<file path="src/rtl/core/encoder_speed_meter_macros.svh">
// Assertion macros used by the encoder speed meter RTL.
`ifndef ENCODER_SPEED_METER_MACROS_SVH
`define ENCODER_SPEED_METER_MACROS_SVH

// Same-cycle implication, checked out of reset.
`define ESM_ASSERT_IMPLY(label, clk, rstn, ante, cons) \
    label: assert property (@(posedge clk) disable iff (!(rstn)) (ante) |-> (cons)) \
        else $error("esm check failed: same-cycle implication");

// Next-cycle implication, checked out of reset.
`define ESM_ASSERT_NEXT(label, clk, rstn, ante, cons) \
    label: assert property (@(posedge clk) disable iff (!(rstn)) (ante) |=> (cons)) \
        else $error("esm check failed: next-cycle implication");

`endif

</file>
<file path="src/rtl/core/esm_pkg.sv">
package esm_pkg;

    // Request opcodes
    localparam logic [1:0] OP_EDGE_A = 2'd0;
    localparam logic [1:0] OP_EDGE_B = 2'd1;
    localparam logic [1:0] OP_POLL   = 2'd2;

    // Configuration register indexes
    localparam logic [1:0] CFG_PULSES_PER_WINDOW = 2'd0;
    localparam logic [1:0] CFG_TIMEOUT_POLLS     = 2'd1;
    localparam logic [1:0] CFG_SPEED_NUMERATOR   = 2'd2;

    localparam logic [15:0] PULSES_PER_WINDOW_RST = 16'd16;
    localparam logic [15:0] TIMEOUT_POLLS_RST     = 16'd500;
    localparam logic [31:0] SPEED_NUMERATOR_RST   = 32'd46875000;
    localparam logic [31:0] SPEED_RST             = 32'd100;
    localparam logic [31:0] SPEED_SAT             = 32'hFFFF_FFFF;
    localparam logic [15:0] IDLE_SAT              = 16'hFFFF;

    // Divider: one quotient bit per cycle over the 32-bit numerator
    localparam int NUM_W     = 32;
    localparam int DIV_CNT_W = $clog2(NUM_W);

    typedef struct packed {
        logic [1:0]  op;
        logic        other_level;
        logic [31:0] time_us;
    } s_payload_t;

    typedef struct packed {
        logic [31:0]        speed_centi;
        logic               fresh;
        logic signed [31:0] position;
    } m_payload_t;

    typedef enum logic [2:0] {
        ST_IDLE = 3'b001,
        ST_DIV  = 3'b010,
        ST_PUSH = 3'b100
    } state_t;

    typedef struct packed {
        logic edge_en;
        logic poll_en;
        logic div_step;
        logic push;
    } ctrl_cmd_t;

    typedef struct packed {
        logic div_need;
        logic div_last;
    } ctrl_sts_t;

endpackage

</file>
<file path="src/rtl/core/esm_divider.sv">
module esm_divider #(
    parameter int TIME_WIDTH = 32
) (
    input  logic                         aclk,
    input  logic                         aresetn,
    input  logic                         load,
    input  logic                         step,
    input  logic [esm_pkg::NUM_W-1:0]    numerator,
    input  logic [TIME_WIDTH-1:0]        divisor,
    output logic                         last,
    output logic [esm_pkg::NUM_W-1:0]    quot_next
);

    localparam logic [esm_pkg::DIV_CNT_W-1:0] CNT_LAST =
        esm_pkg::DIV_CNT_W'(esm_pkg::NUM_W - 1);

    logic [esm_pkg::DIV_CNT_W-1:0] cnt_reg;
    logic [TIME_WIDTH-1:0]         rem_reg, rem_next;
    logic [TIME_WIDTH-1:0]         dsr_reg;
    logic [esm_pkg::NUM_W-1:0]     num_reg;
    logic [TIME_WIDTH:0]           trial, dsr_ext, sub;
    logic                          qbit;

    // Restoring step: shift in the next dividend bit, subtract when it fits
    assign trial   = {rem_reg, num_reg[esm_pkg::NUM_W-1]};
    assign dsr_ext = {1'b0, dsr_reg};
    assign qbit    = (trial >= dsr_ext);
    assign sub     = trial - dsr_ext;
    assign rem_next  = qbit ? sub[TIME_WIDTH-1:0] : trial[TIME_WIDTH-1:0];
    assign quot_next = {num_reg[esm_pkg::NUM_W-2:0], qbit};
    assign last      = (cnt_reg == CNT_LAST);

    always_ff @(posedge aclk) begin
        if (!aresetn) begin
            cnt_reg <= '0;
        end else if (load) begin
            cnt_reg <= '0;
        end else if (step) begin
            cnt_reg <= cnt_reg + 1'b1;
        end
    end

    always_ff @(posedge aclk) begin
        if (load) begin
            rem_reg <= '0;
            dsr_reg <= divisor;
            num_reg <= numerator;
        end else if (step) begin
            rem_reg <= rem_next;
            num_reg <= quot_next;
        end
    end

endmodule

</file>
<file path="src/rtl/core/esm_datapath.sv">
module esm_datapath #(
    parameter int COUNT_WIDTH = 32,
    parameter int TIME_WIDTH  = 32
) (
    input  logic                aclk,
    input  logic                aresetn,
    input  esm_pkg::s_payload_t s_payload,
    input  logic                cfg_wr_en,
    input  logic [1:0]          cfg_index,
    input  logic [31:0]         cfg_wdata,
    input  esm_pkg::ctrl_cmd_t  cmd,
    output esm_pkg::ctrl_sts_t  sts,
    output esm_pkg::m_payload_t m_payload
);

    localparam int CMP_W = (COUNT_WIDTH > 16) ? COUNT_WIDTH : 16;

    logic [15:0]            ppw_reg, tmo_reg;
    logic [31:0]            numer_reg;
    logic [COUNT_WIDTH-1:0] pos_reg, pos_next;
    logic [COUNT_WIDTH-1:0] ref_reg, ref_next;
    logic [TIME_WIDTH-1:0]  ws_reg, ws_next;
    logic [15:0]            idle_reg, idle_next;
    logic [31:0]            speed_reg, speed_next;
    logic                   fresh_reg, fresh_next;
    esm_pkg::m_payload_t    out_reg;

    logic [TIME_WIDTH+31:0]  now_ext;
    logic [TIME_WIDTH-1:0]   now, elapsed;
    logic [COUNT_WIDTH-1:0]  diff;
    logic [CMP_W+15:0]       diff_ext, ppw_ext;
    logic [COUNT_WIDTH+31:0] pos_sx;
    logic                    is_idle, is_close, is_timeout;
    logic [15:0]             idle_a, idle_b;
    logic [31:0]             quot_next;
    logic                    div_last;

    // Poll evaluation: idle check, then window check, then timeout check
    assign now_ext  = {{TIME_WIDTH{1'b0}}, s_payload.time_us};
    assign now      = now_ext[TIME_WIDTH-1:0];
    assign diff     = pos_reg - ref_reg;
    assign diff_ext = {{(16 + CMP_W - COUNT_WIDTH){1'b0}}, diff};
    assign ppw_ext  = {{CMP_W{1'b0}}, ppw_reg};
    assign is_idle  = (diff == '0);
    assign is_close = (diff_ext[CMP_W-1:0] == ppw_ext[CMP_W-1:0]);
    assign ws_next  = is_idle ? now : ws_reg;
    assign elapsed  = now - ws_next;
    assign idle_a   = is_idle ? ((idle_reg != esm_pkg::IDLE_SAT) ? idle_reg + 16'd1 : idle_reg)
                              : idle_reg;
    assign idle_b   = is_close ? 16'd0 : idle_a;
    assign is_timeout = (idle_b >= tmo_reg);

    assign sts.div_need = is_close && !is_timeout && (elapsed != '0);
    assign sts.div_last = div_last;

    always_comb begin
        pos_next   = pos_reg;
        ref_next   = ref_reg;
        idle_next  = idle_reg;
        speed_next = speed_reg;
        fresh_next = fresh_reg;
        if (cmd.edge_en) begin
            pos_next = s_payload.other_level ? pos_reg - 1'b1 : pos_reg + 1'b1;
        end
        if (cmd.poll_en) begin
            fresh_next = is_idle ? 1'b0 : fresh_reg;
            if (is_close) begin
                ref_next   = pos_reg;
                fresh_next = 1'b1;
                if (elapsed == '0) begin
                    speed_next = esm_pkg::SPEED_SAT;
                end
            end
            idle_next = idle_b;
            if (is_timeout) begin
                speed_next = '0;
                idle_next  = '0;
                fresh_next = 1'b1;
            end
        end
        if (cmd.div_step && div_last) begin
            speed_next = quot_next;
        end
    end

    always_ff @(posedge aclk) begin
        if (!aresetn) begin
            ppw_reg   <= esm_pkg::PULSES_PER_WINDOW_RST;
            tmo_reg   <= esm_pkg::TIMEOUT_POLLS_RST;
            numer_reg <= esm_pkg::SPEED_NUMERATOR_RST;
            pos_reg   <= '0;
            ref_reg   <= '0;
            ws_reg    <= '0;
            idle_reg  <= '0;
            speed_reg <= esm_pkg::SPEED_RST;
            fresh_reg <= 1'b0;
        end else begin
            if (cfg_wr_en) begin
                case (cfg_index)
                    esm_pkg::CFG_PULSES_PER_WINDOW: ppw_reg   <= cfg_wdata[15:0];
                    esm_pkg::CFG_TIMEOUT_POLLS:     tmo_reg   <= cfg_wdata[15:0];
                    esm_pkg::CFG_SPEED_NUMERATOR:   numer_reg <= cfg_wdata;
                    default: ;
                endcase
            end
            pos_reg   <= pos_next;
            ref_reg   <= ref_next;
            idle_reg  <= idle_next;
            speed_reg <= speed_next;
            fresh_reg <= fresh_next;
            if (cmd.poll_en) begin
                ws_reg <= ws_next;
            end
        end
    end

    // Result register: capture the state once the poll has settled
    assign pos_sx = {{32{pos_reg[COUNT_WIDTH-1]}}, pos_reg};

    always_ff @(posedge aclk) begin
        if (cmd.push) begin
            out_reg.speed_centi <= speed_reg;
            out_reg.fresh       <= fresh_reg;
            out_reg.position    <= pos_sx[31:0];
        end
    end

    assign m_payload = out_reg;

    esm_divider #(
        .TIME_WIDTH (TIME_WIDTH)
    ) u_div (
        .aclk      (aclk),
        .aresetn   (aresetn),
        .load      (cmd.poll_en),
        .step      (cmd.div_step),
        .numerator (numer_reg),
        .divisor   (elapsed),
        .last      (div_last),
        .quot_next (quot_next)
    );

endmodule

</file>
<file path="src/rtl/core/esm_ctrl.sv">
module esm_ctrl (
    input  logic               aclk,
    input  logic               aresetn,
    input  logic               s_valid,
    input  logic [1:0]         s_op,
    input  logic               m_ready,
    input  esm_pkg::ctrl_sts_t sts,
    output logic               s_ready,
    output logic               m_valid,
    output esm_pkg::ctrl_cmd_t cmd
);

    esm_pkg::state_t state_reg, state_next;
    logic            m_valid_reg, m_valid_next;
    logic            out_free;

    assign out_free = !m_valid_reg || m_ready;
    assign s_ready  = (state_reg == esm_pkg::ST_IDLE);
    assign m_valid  = m_valid_reg;

    always_comb begin
        state_next = state_reg;
        cmd        = '0;
        case (state_reg)
            esm_pkg::ST_IDLE: begin
                if (s_valid) begin
                    case (s_op)
                        esm_pkg::OP_EDGE_A, esm_pkg::OP_EDGE_B: cmd.edge_en = 1'b1;
                        esm_pkg::OP_POLL: begin
                            cmd.poll_en = 1'b1;
                            state_next  = sts.div_need ? esm_pkg::ST_DIV : esm_pkg::ST_PUSH;
                        end
                        default: ;  // drop the unused code
                    endcase
                end
            end
            esm_pkg::ST_DIV: begin
                cmd.div_step = 1'b1;
                if (sts.div_last) begin
                    state_next = esm_pkg::ST_PUSH;
                end
            end
            esm_pkg::ST_PUSH: begin
                if (out_free) begin
                    cmd.push   = 1'b1;
                    state_next = esm_pkg::ST_IDLE;
                end
            end
            default: state_next = esm_pkg::ST_IDLE;
        endcase
    end

    always_comb begin
        m_valid_next = m_valid_reg;
        if (cmd.push) begin
            m_valid_next = 1'b1;
        end else if (m_ready) begin
            m_valid_next = 1'b0;
        end
    end

    always_ff @(posedge aclk) begin
        if (!aresetn) begin
            state_reg   <= esm_pkg::ST_IDLE;
            m_valid_reg <= 1'b0;
        end else begin
            state_reg   <= state_next;
            m_valid_reg <= m_valid_next;
        end
    end

endmodule

</file>
<file path="src/rtl/core/encoder_speed_meter.sv">
// Quadrature encoder position counter with period-based speed measurement.
// Input channel (s_valid/s_ready, s_payload): each request is a rising edge
// on channel A or B (moves the signed position) or a timed poll. Edges give
// no result; every poll gives one result on the output channel
// (m_valid/m_ready, m_payload): speed in hundredths, fresh flag, position.
// Configuration: cfg_wr_en/cfg_index/cfg_wdata write window size, idle
// timeout and speed numerator in one cycle; write only while idle.
// Timing: an edge request is taken without leaving idle. A poll that closes a
// window with nonzero elapsed time runs the iterative divider, one quotient bit
// per cycle over the 32-bit numerator, then loads the result register once it
// is free; m_valid rises in the cycle after that load, and the next request is
// taken once the sequencer is back in idle. Other polls load the result
// register directly, with no divider steps.
// The single divider sets the throughput; nothing is accepted while it runs.
// Stall: the result register holds its result until m_ready; edges are still
// accepted meanwhile, and a following poll waits for the register to empty.
// Reset (aresetn low, synchronous): registers return to their defaults,
// position and reference clear, speed reads one, nothing is pending.
module encoder_speed_meter #(
    parameter int COUNT_WIDTH = 32,
    parameter int TIME_WIDTH  = 32
) (
    input  logic                aclk,
    input  logic                aresetn,
    input  logic                s_valid,
    output logic                s_ready,
    input  esm_pkg::s_payload_t s_payload,
    output logic                m_valid,
    input  logic                m_ready,
    output esm_pkg::m_payload_t m_payload,
    input  logic                cfg_wr_en,
    input  logic [1:0]          cfg_index,
    input  logic [31:0]         cfg_wdata
);

`include "encoder_speed_meter_macros.svh"

    esm_pkg::ctrl_cmd_t cmd;
    esm_pkg::ctrl_sts_t sts;

    // Sequencer: accept, divide, push the result
    esm_ctrl u_ctrl (
        .aclk    (aclk),
        .aresetn (aresetn),
        .s_valid (s_valid),
        .s_op    (s_payload.op),
        .m_ready (m_ready),
        .sts     (sts),
        .s_ready (s_ready),
        .m_valid (m_valid),
        .cmd     (cmd)
    );

    // Counters, window state, config registers, divider and result register
    esm_datapath #(
        .COUNT_WIDTH (COUNT_WIDTH),
        .TIME_WIDTH  (TIME_WIDTH)
    ) u_dp (
        .aclk      (aclk),
        .aresetn   (aresetn),
        .s_payload (s_payload),
        .cfg_wr_en (cfg_wr_en),
        .cfg_index (cfg_index),
        .cfg_wdata (cfg_wdata),
        .cmd       (cmd),
        .sts       (sts),
        .m_payload (m_payload)
    );

    // No request is taken while the divider iterates
    `ESM_ASSERT_IMPLY(a_no_accept_in_div, aclk, aresetn, cmd.div_step, !s_ready)
    // Load the result register only when it is empty or being drained
    `ESM_ASSERT_IMPLY(a_push_when_free, aclk, aresetn, cmd.push, (!m_valid || m_ready))
    // A pushed result is offered in the next cycle
    `ESM_ASSERT_NEXT(a_push_shows_valid, aclk, aresetn, cmd.push, m_valid)

endmodule

</file>
<file path="config.mk">
export PLATFORM = sky130hd
export DESIGN_NAME = encoder_speed_meter
export DESIGN_NICKNAME = d
export VERILOG_FILES = /design/src/rtl/core/esm_pkg.sv /design/src/rtl/core/esm_divider.sv /design/src/rtl/core/esm_datapath.sv /design/src/rtl/core/esm_ctrl.sv /design/src/rtl/core/encoder_speed_meter.sv
export VERILOG_INCLUDE_DIRS = /design/src /design/src/rtl/core
export SDC_FILE = /design/constraint.sdc
export NUM_CORES = 1
export LEC_CHECK = 0
export BUFFER_PORTS_ARGS = -buffer_cell sky130_fd_sc_hd__buf_2
export CORE_AREA = 2 2 228 230
export CTS_BUF_LIST = sky130_fd_sc_hd__clkbuf_4 sky130_fd_sc_hd__clkbuf_8 sky130_fd_sc_hd__clkbuf_16
export CTS_CLUSTER_SIZE = 12
export DETAILED_ROUTE_END_ITERATION = 8
export DIE_AREA = 0 0 230 232
export REMOVE_ABC_BUFFERS = 1
export SKIP_LAST_GASP = 1
export SYNTH_ARGS = -nofsm -noshare
export SYNTH_HDL_FRONTEND = slang
export SYNTH_SLANG_ARGS = --single-unit
</file>
<file path="constraint.sdc">
create_clock -name aclk -period 7.5 [get_ports aclk]
set_input_delay 1.125 -clock aclk [delete_from_list [all_inputs] [get_ports aclk]]
set_output_delay 1.125 -clock aclk [all_outputs]
set_load 0.02 [all_outputs]
</file>
; Word-level counts from Yosys, hierarchy flattened
; Cells that the tools add are included.
[op_classes]
n_addsub = 7
n_lt_le_gt_ge = 2
eq_ne = 14
mux = 32
bitwise = 1
n_reduce_logical = 26
[ops]
columns = cell, count
row1 = 32-bit 2-to-1 mux, 10
row2 = 32-bit subtractor, 3
row3 = 32-bit zero test, 2
row4 = 16-bit 2-to-1 mux, 4
row5 = 33-bit by 32-bit >= comparator with 1-bit output, 1
row6 = 32-bit by 1-bit adder with 32-bit output (second input constant), 1
row7 = 32-bit by 16-bit == test with 1-bit output, 1
row8 = 32-bit nonzero test, 1
row9 = 32-bit by 1-bit subtractor with 32-bit output (second input constant), 1
row10 = 16-bit by 1-bit adder with 16-bit output (second input constant), 1
row11 = 16-bit >= comparator, 1
row12 = 16-bit inequality test (second input constant), 1
row13 = 3-bit 2-to-1 mux, 5
row14 = 1-bit 2-to-1 mux, 10
row15 = 2-bit AND reduction, 5
row16 = 3-bit one-hot mux with 3 select lines, 1
row17 = 3-bit nonzero test, 3
row18 = 2-bit by 1-bit inequality test with 1-bit output (second input constant), 3
row19 = 2-bit nonzero test, 3
row20 = 5-bit by 1-bit adder with 5-bit output (second input constant), 1
row21 = 5-bit == test (second input constant), 1
row22 = 2-bit by 1-bit == test with 1-bit output (second input constant), 2
row23 = 2-bit == test (second input constant), 2
row24 = 2-bit zero test, 2
row25 = other kinds (12), 17
[totals]
register_bits = 379
in_bits = 74

; Logic depth before layout (Yosys ltp)
[logic_depth]
ltp_word = 12
depth_mapped = 38
ltp_nobuf = 32

; Modules after synthesis
; Synthesis repeated with hierarchy kept, for this count alone.
[hier_totals]
hier_cells = 2732
hier_area_um2 = 23857.9
[modules_own_cells]
columns = mod, instances, cells_each, area_per_inst_um2
row1 = esm_datapath, 1, 2090, 17498.0
row2 = esm_divider, 1, 615, 6133.4
row3 = esm_ctrl, 1, 27, 226.5

; Worst setup path after synthesis
; OpenSTA, ideal clock, no wires.
[synth_timing]
path_kind = register to register
start = reg u_dp.pos_reg[0]
end = reg u_dp.speed_reg[12]
setup_time_ns = 0.069
t_arrival_ns = 8.293
setup_slack_ns = -0.862
stages_incl_launch_ff = 38
n_path_buf = 7
period_less_slack_ns = 8.362
cell_sequence = dfxtp_1 > inv_1 > ha_1 > fa_1 > nand2b_1 > a21oi_2 > o221a_2 > nor3_1 > or4bb_1 > a222oi_1 > o2111ai_1 > or4_1 > buf_2 > nor2_2 > buf_2 > buf_2 > buf_1 > mux2i_1 > [... 2 more ...] > o31a_1 > o211ai_1 > a211oi_1 > a2111oi_0 > or2_2 > clkbuf_1 > o31a_1 > maj3_1 > o22ai_1 > nor4b_1 > nor3_1 > nor4_1 > nand4b_1 > nor4_2 > nand4b_1 > buf_4 > buf_12 > a21oi_4
[synth_lines]
columns = item, line
row1 = from (decl), esm_datapath.sv:20  ; logic [COUNT_WIDTH-1:0] pos_reg, pos_next;
row2 = from (signal assigned), esm_datapath.sv:106  ; pos_reg <= pos_next;
row3 = 32-bit subtractor, esm_datapath.sv:41  ; assign diff = pos_reg - ref_reg;
row4 = 32-bit zero test, esm_datapath.sv:44  ; assign is_idle = (diff == '0);
row5 = 32-bit 2-to-1 mux, esm_datapath.sv:46  ; assign ws_next = is_idle ? now : ws_reg;
row6 = 32-bit subtractor, esm_datapath.sv:47  ; assign elapsed = now - ws_next;
row7 = net u_dp.elapsed[30], esm_datapath.sv:29  ; logic [TIME_WIDTH-1:0] now, elapsed;
row8 = 32-bit zero test, esm_datapath.sv:70  ; if (elapsed == '0) begin
row9 = 3-bit nonzero test (no source line), n/a
row10 = 3-bit AND reduction (no source line), n/a
row11 = to (signal assigned), esm_datapath.sv:95  ; speed_reg <= esm_pkg::SPEED_RST;
row12 = to (signal assigned), esm_datapath.sv:109  ; speed_reg <= speed_next;
row13 = to (decl), esm_datapath.sv:24  ; logic [31:0] speed_reg, speed_next;
; The timed path passes the listed nets, and every way through them passes these cells. The select of a mux whose other input is x is not followed.
; A chain may end at the register's enable or synchronous reset.

; Final worst setup path
[layout_timing]
start = reg u_dp.pos_reg[0]
end = reg u_dp.speed_reg[10]
; Same word-level chain as after synthesis.

==> impl_metrics.json <==
{
  "cap_violations": 0,
  "largest_register_ff_count": 65,
  "fmax_mhz": 128,
  "dr.pass1.iters": 5,
  "setup.worst_path.class": "reg2reg",
  "nets": 3195,
  "cts_hold_buffers": 0,
  "whs_ns": 0.459,
  "r2r-start": "u_dp.pos_reg[0]",
  "crit_arrival_ns": 8.33,
  "cts_root_buf": "clkbuf_16",
  "insertion_delay_ns": 0.59,
  "post-route-min-period_ns": 7.81,
  "synth-edff-count": 129,
  "ys_types": 92,
  "worst_pin_slew_ns": 1.11,
  "synth_cells": 2651,
  "seq_area_frac_synth_pct": 39.3,
  "synth_top_flop_cell": "dfxtp_1",
  "num-fill-cells": 4693,
  "end_kind": "flip-flop",
  "cts_buffers": 43,
  "ir_worst_vdd_v": 0.000154,
  "synth-async-reset-ratio_pct": 0,
  "via_count": 20100,
  "die_y_um": 232,
  "syn_to_final_growth_pct": 23.4,
  "cts_tree": "yes",
  "antenna_left": 0,
  "synth.avg_cell_area_um2": 8.52,
  "grt_start_max_net_pins": 110,
  "min_path_type": "reg2reg",
  "num_io_pins": 141,
  "yosys_warnings": 0,
  "p_leak_nw": 11.5,
  "rows": 83,
  "instances_no_fill": 3698,
  "skew_ns": 0.0195,
  "cts_sinks": 379,
  "grt_usage_pct": 22.9,
  "dp.cells": 3589,
  "clk_pin_slew_ns": 0.06,
  "critPathBufInv": 7,
  "routedWlPerCell_um": 17.0,
  "die-width_um": 230,
  "multiInputGateArea_mm2": 0.0133,
  "critPathMaxStageDelay_ns": 0.58,
  "cp-startpoint": "u_dp.pos_reg[0]",
  "register_area_mm2": 0.00889,
  "drtIter0Drc": 1256,
  "start_kind": "flip-flop",
  "min_from": "u_dp.ref_reg[5]",
  "htreeDepth": 2,
  "violations": "negative setup slack",
  "cp_top_family": "simple AND/OR/NAND/NOR gates",
  "finalHoldViolations": 0,
  "die_area_mm2": 0.0534,
  "clock_path_buffers": 3,
  "pre_cts_slack_ns": -0.558,
  "status": "complete, but fails checks",
  "gp_congestion": 0.889,
  "hpwl_um": 44700,
  "timing.slew.headroom_pct": 25.9,
  "crit_fanout": 7,
  "grt_pass1_vias": 19200,
  "setup_violations": 34,
  "drive_gt1_share_pct": 20.6,
  "drcViolationCount": 0,
  "globalRouteOverflowTotal": 0,
  "fin_ws_ns": -0.313,
  "rsz0062_at_grt": "yes",
  "viasPerCell": 5.43,
  "grt_pass1_wl_um": 100000,
  "ys_ff_latch": 379,
  "io_buffer_count": 140,
  "design.core.area_mm2": 0.0509,
  "tns_ns": -8.89,
  "slew_violations": 0,
  "floorplan.initialDensity_pct": 44.4,
  "syn_area_mm2": 0.0226,
  "antenna_found_initial": 0,
  "drt_wl_total_um": 62800,
  "cpMaxStageDelayCell": "or4_4",
  "fin_crit_sh_pct": 104,
  "layout_common_cells": "507 x nand2_1, 256 x buf_4, 245 x dfxtp_1, 142 x nor2_1, 139 x buf_2",
  "power_density_mw_per_mm2": 200,
  "diodes": 0,
  "worst-endpoint-required_ns": 8.01,
  "mostFrequentLayoutCell": "nand2_1"
}
## cell type report
cell class	instances	area share [%]
Clock buffer	61	4.45
Clock inverter	19	0.772
Inverter	129	1.74
Multi-Input combinational cell	2018	47.8
Sequential cell	379	31.9
Tap cell	680	3.05
Timing Repair Buffer	412	10.3
## metal layers
layer | track usage [%] | vias up | part of all wire, %
met5 | 0 | - | 0
met4 | 7.44 | 0 | 2.4
met3 | 3.41 | 85 | 4.7
met2 | 36.8 | 421 | 45
met1 | 31.5 | 9430 | 48
li1 | - | 10100 | -
## kinds of logic after synthesis
family / Yosys count / share of synthesized area, %
xor gates and xnor gates: 112 / 4.34
DFF: 379 / 39.3
adders and majority gates: 143 / 8.00
buffers and inverters: 254 / 4.38
AOI/OAI and AO/OA: 707 / 21.7
and+or+nand+nor: 1027 / 21.0
muxes: 29 / 1.29
## tightest hold or removal path, delay by kind of cell (launching register included)
family / cells / cell delay [ns]
DFF: 1 / 0.31
AOI/OAI and AO/OA: 1 / 0.06
and+or+nand+nor: 1 / 0.05
## Yosys cell counts, types with 45 or more instances
| library cell | n | area share [%] |
|---|---|---|
| inv_1 | 129 | 2.1 |
| ha_1 | 134 | 7.4 |
| o21ai_0 | 139 | 3.1 |
| a21boi_0 | 122 | 4.1 |
| edfxtp_1 | 129 | 17 |
| nor3_1 | 77 | 1.7 |
| xnor2_1 | 59 | 2.3 |
| nor2_1 | 146 | 2.4 |
| and2_1 | 45 | 1.2 |
| nand3_1 | 47 | 1.0 |
| nand2_1 | 509 | 8.5 |
| a21oi_1 | 142 | 3.1 |
| clkbuf_1 | 112 | 1.9 |
| dfxtp_1 | 250 | 22 |
| xor2_1 | 53 | 2.1 |
| a21o_1 | 49 | 1.6 |
## path summary, 6_finish.rpt
kind / endpoint / slack, ns / cells after the start
setup / recovery: u_dp.speed_reg[10] / -0.31 / 36
hold / removal: u_dp.ref_reg[5] / 0.46 / 2
setup reg to reg: u_dp.speed_reg[10] / -0.31 / 36
hold reg to reg: u_dp.ref_reg[5] / 0.46 / 2
## power breakdown
group | switching, W | leakage, nW | internal (W) | total (W)
logic | 0.000642 | 7.48 | 0.000570 | 0.00121
clock network | 0.000904 | 0.723 | 0.00127 | 0.00218
registers | 0.0000252 | 3.29 | 0.00217 | 0.00219
total | 0.00157 | 11.5 | 0.00401 | 0.00558
## per-stage QoR
step / cell area, µm² / utilization, % / power (W)
2_1_floorplan: 22100 / - / 0.00288
4_1_cts: 27500 / 54.0 / 0.00560
3_5_place_dp: 25500 / 50.2 / 0.00336
6_report: 27900 / 54.8 / 0.00558
3_3_place_gp: 25500 / 50.2 / 0.00334
5_1_grt: 27900 / 54.8 / 0.00583
## what timing repair did
item	in CTS	in global routing
resized for setup	61	71
pin swaps	35	46
buffers inserted	21	12
setup endpoints to repair	50	52
gates cloned	1	3
No activity file was read; power rests on OpenSTA's default activity.
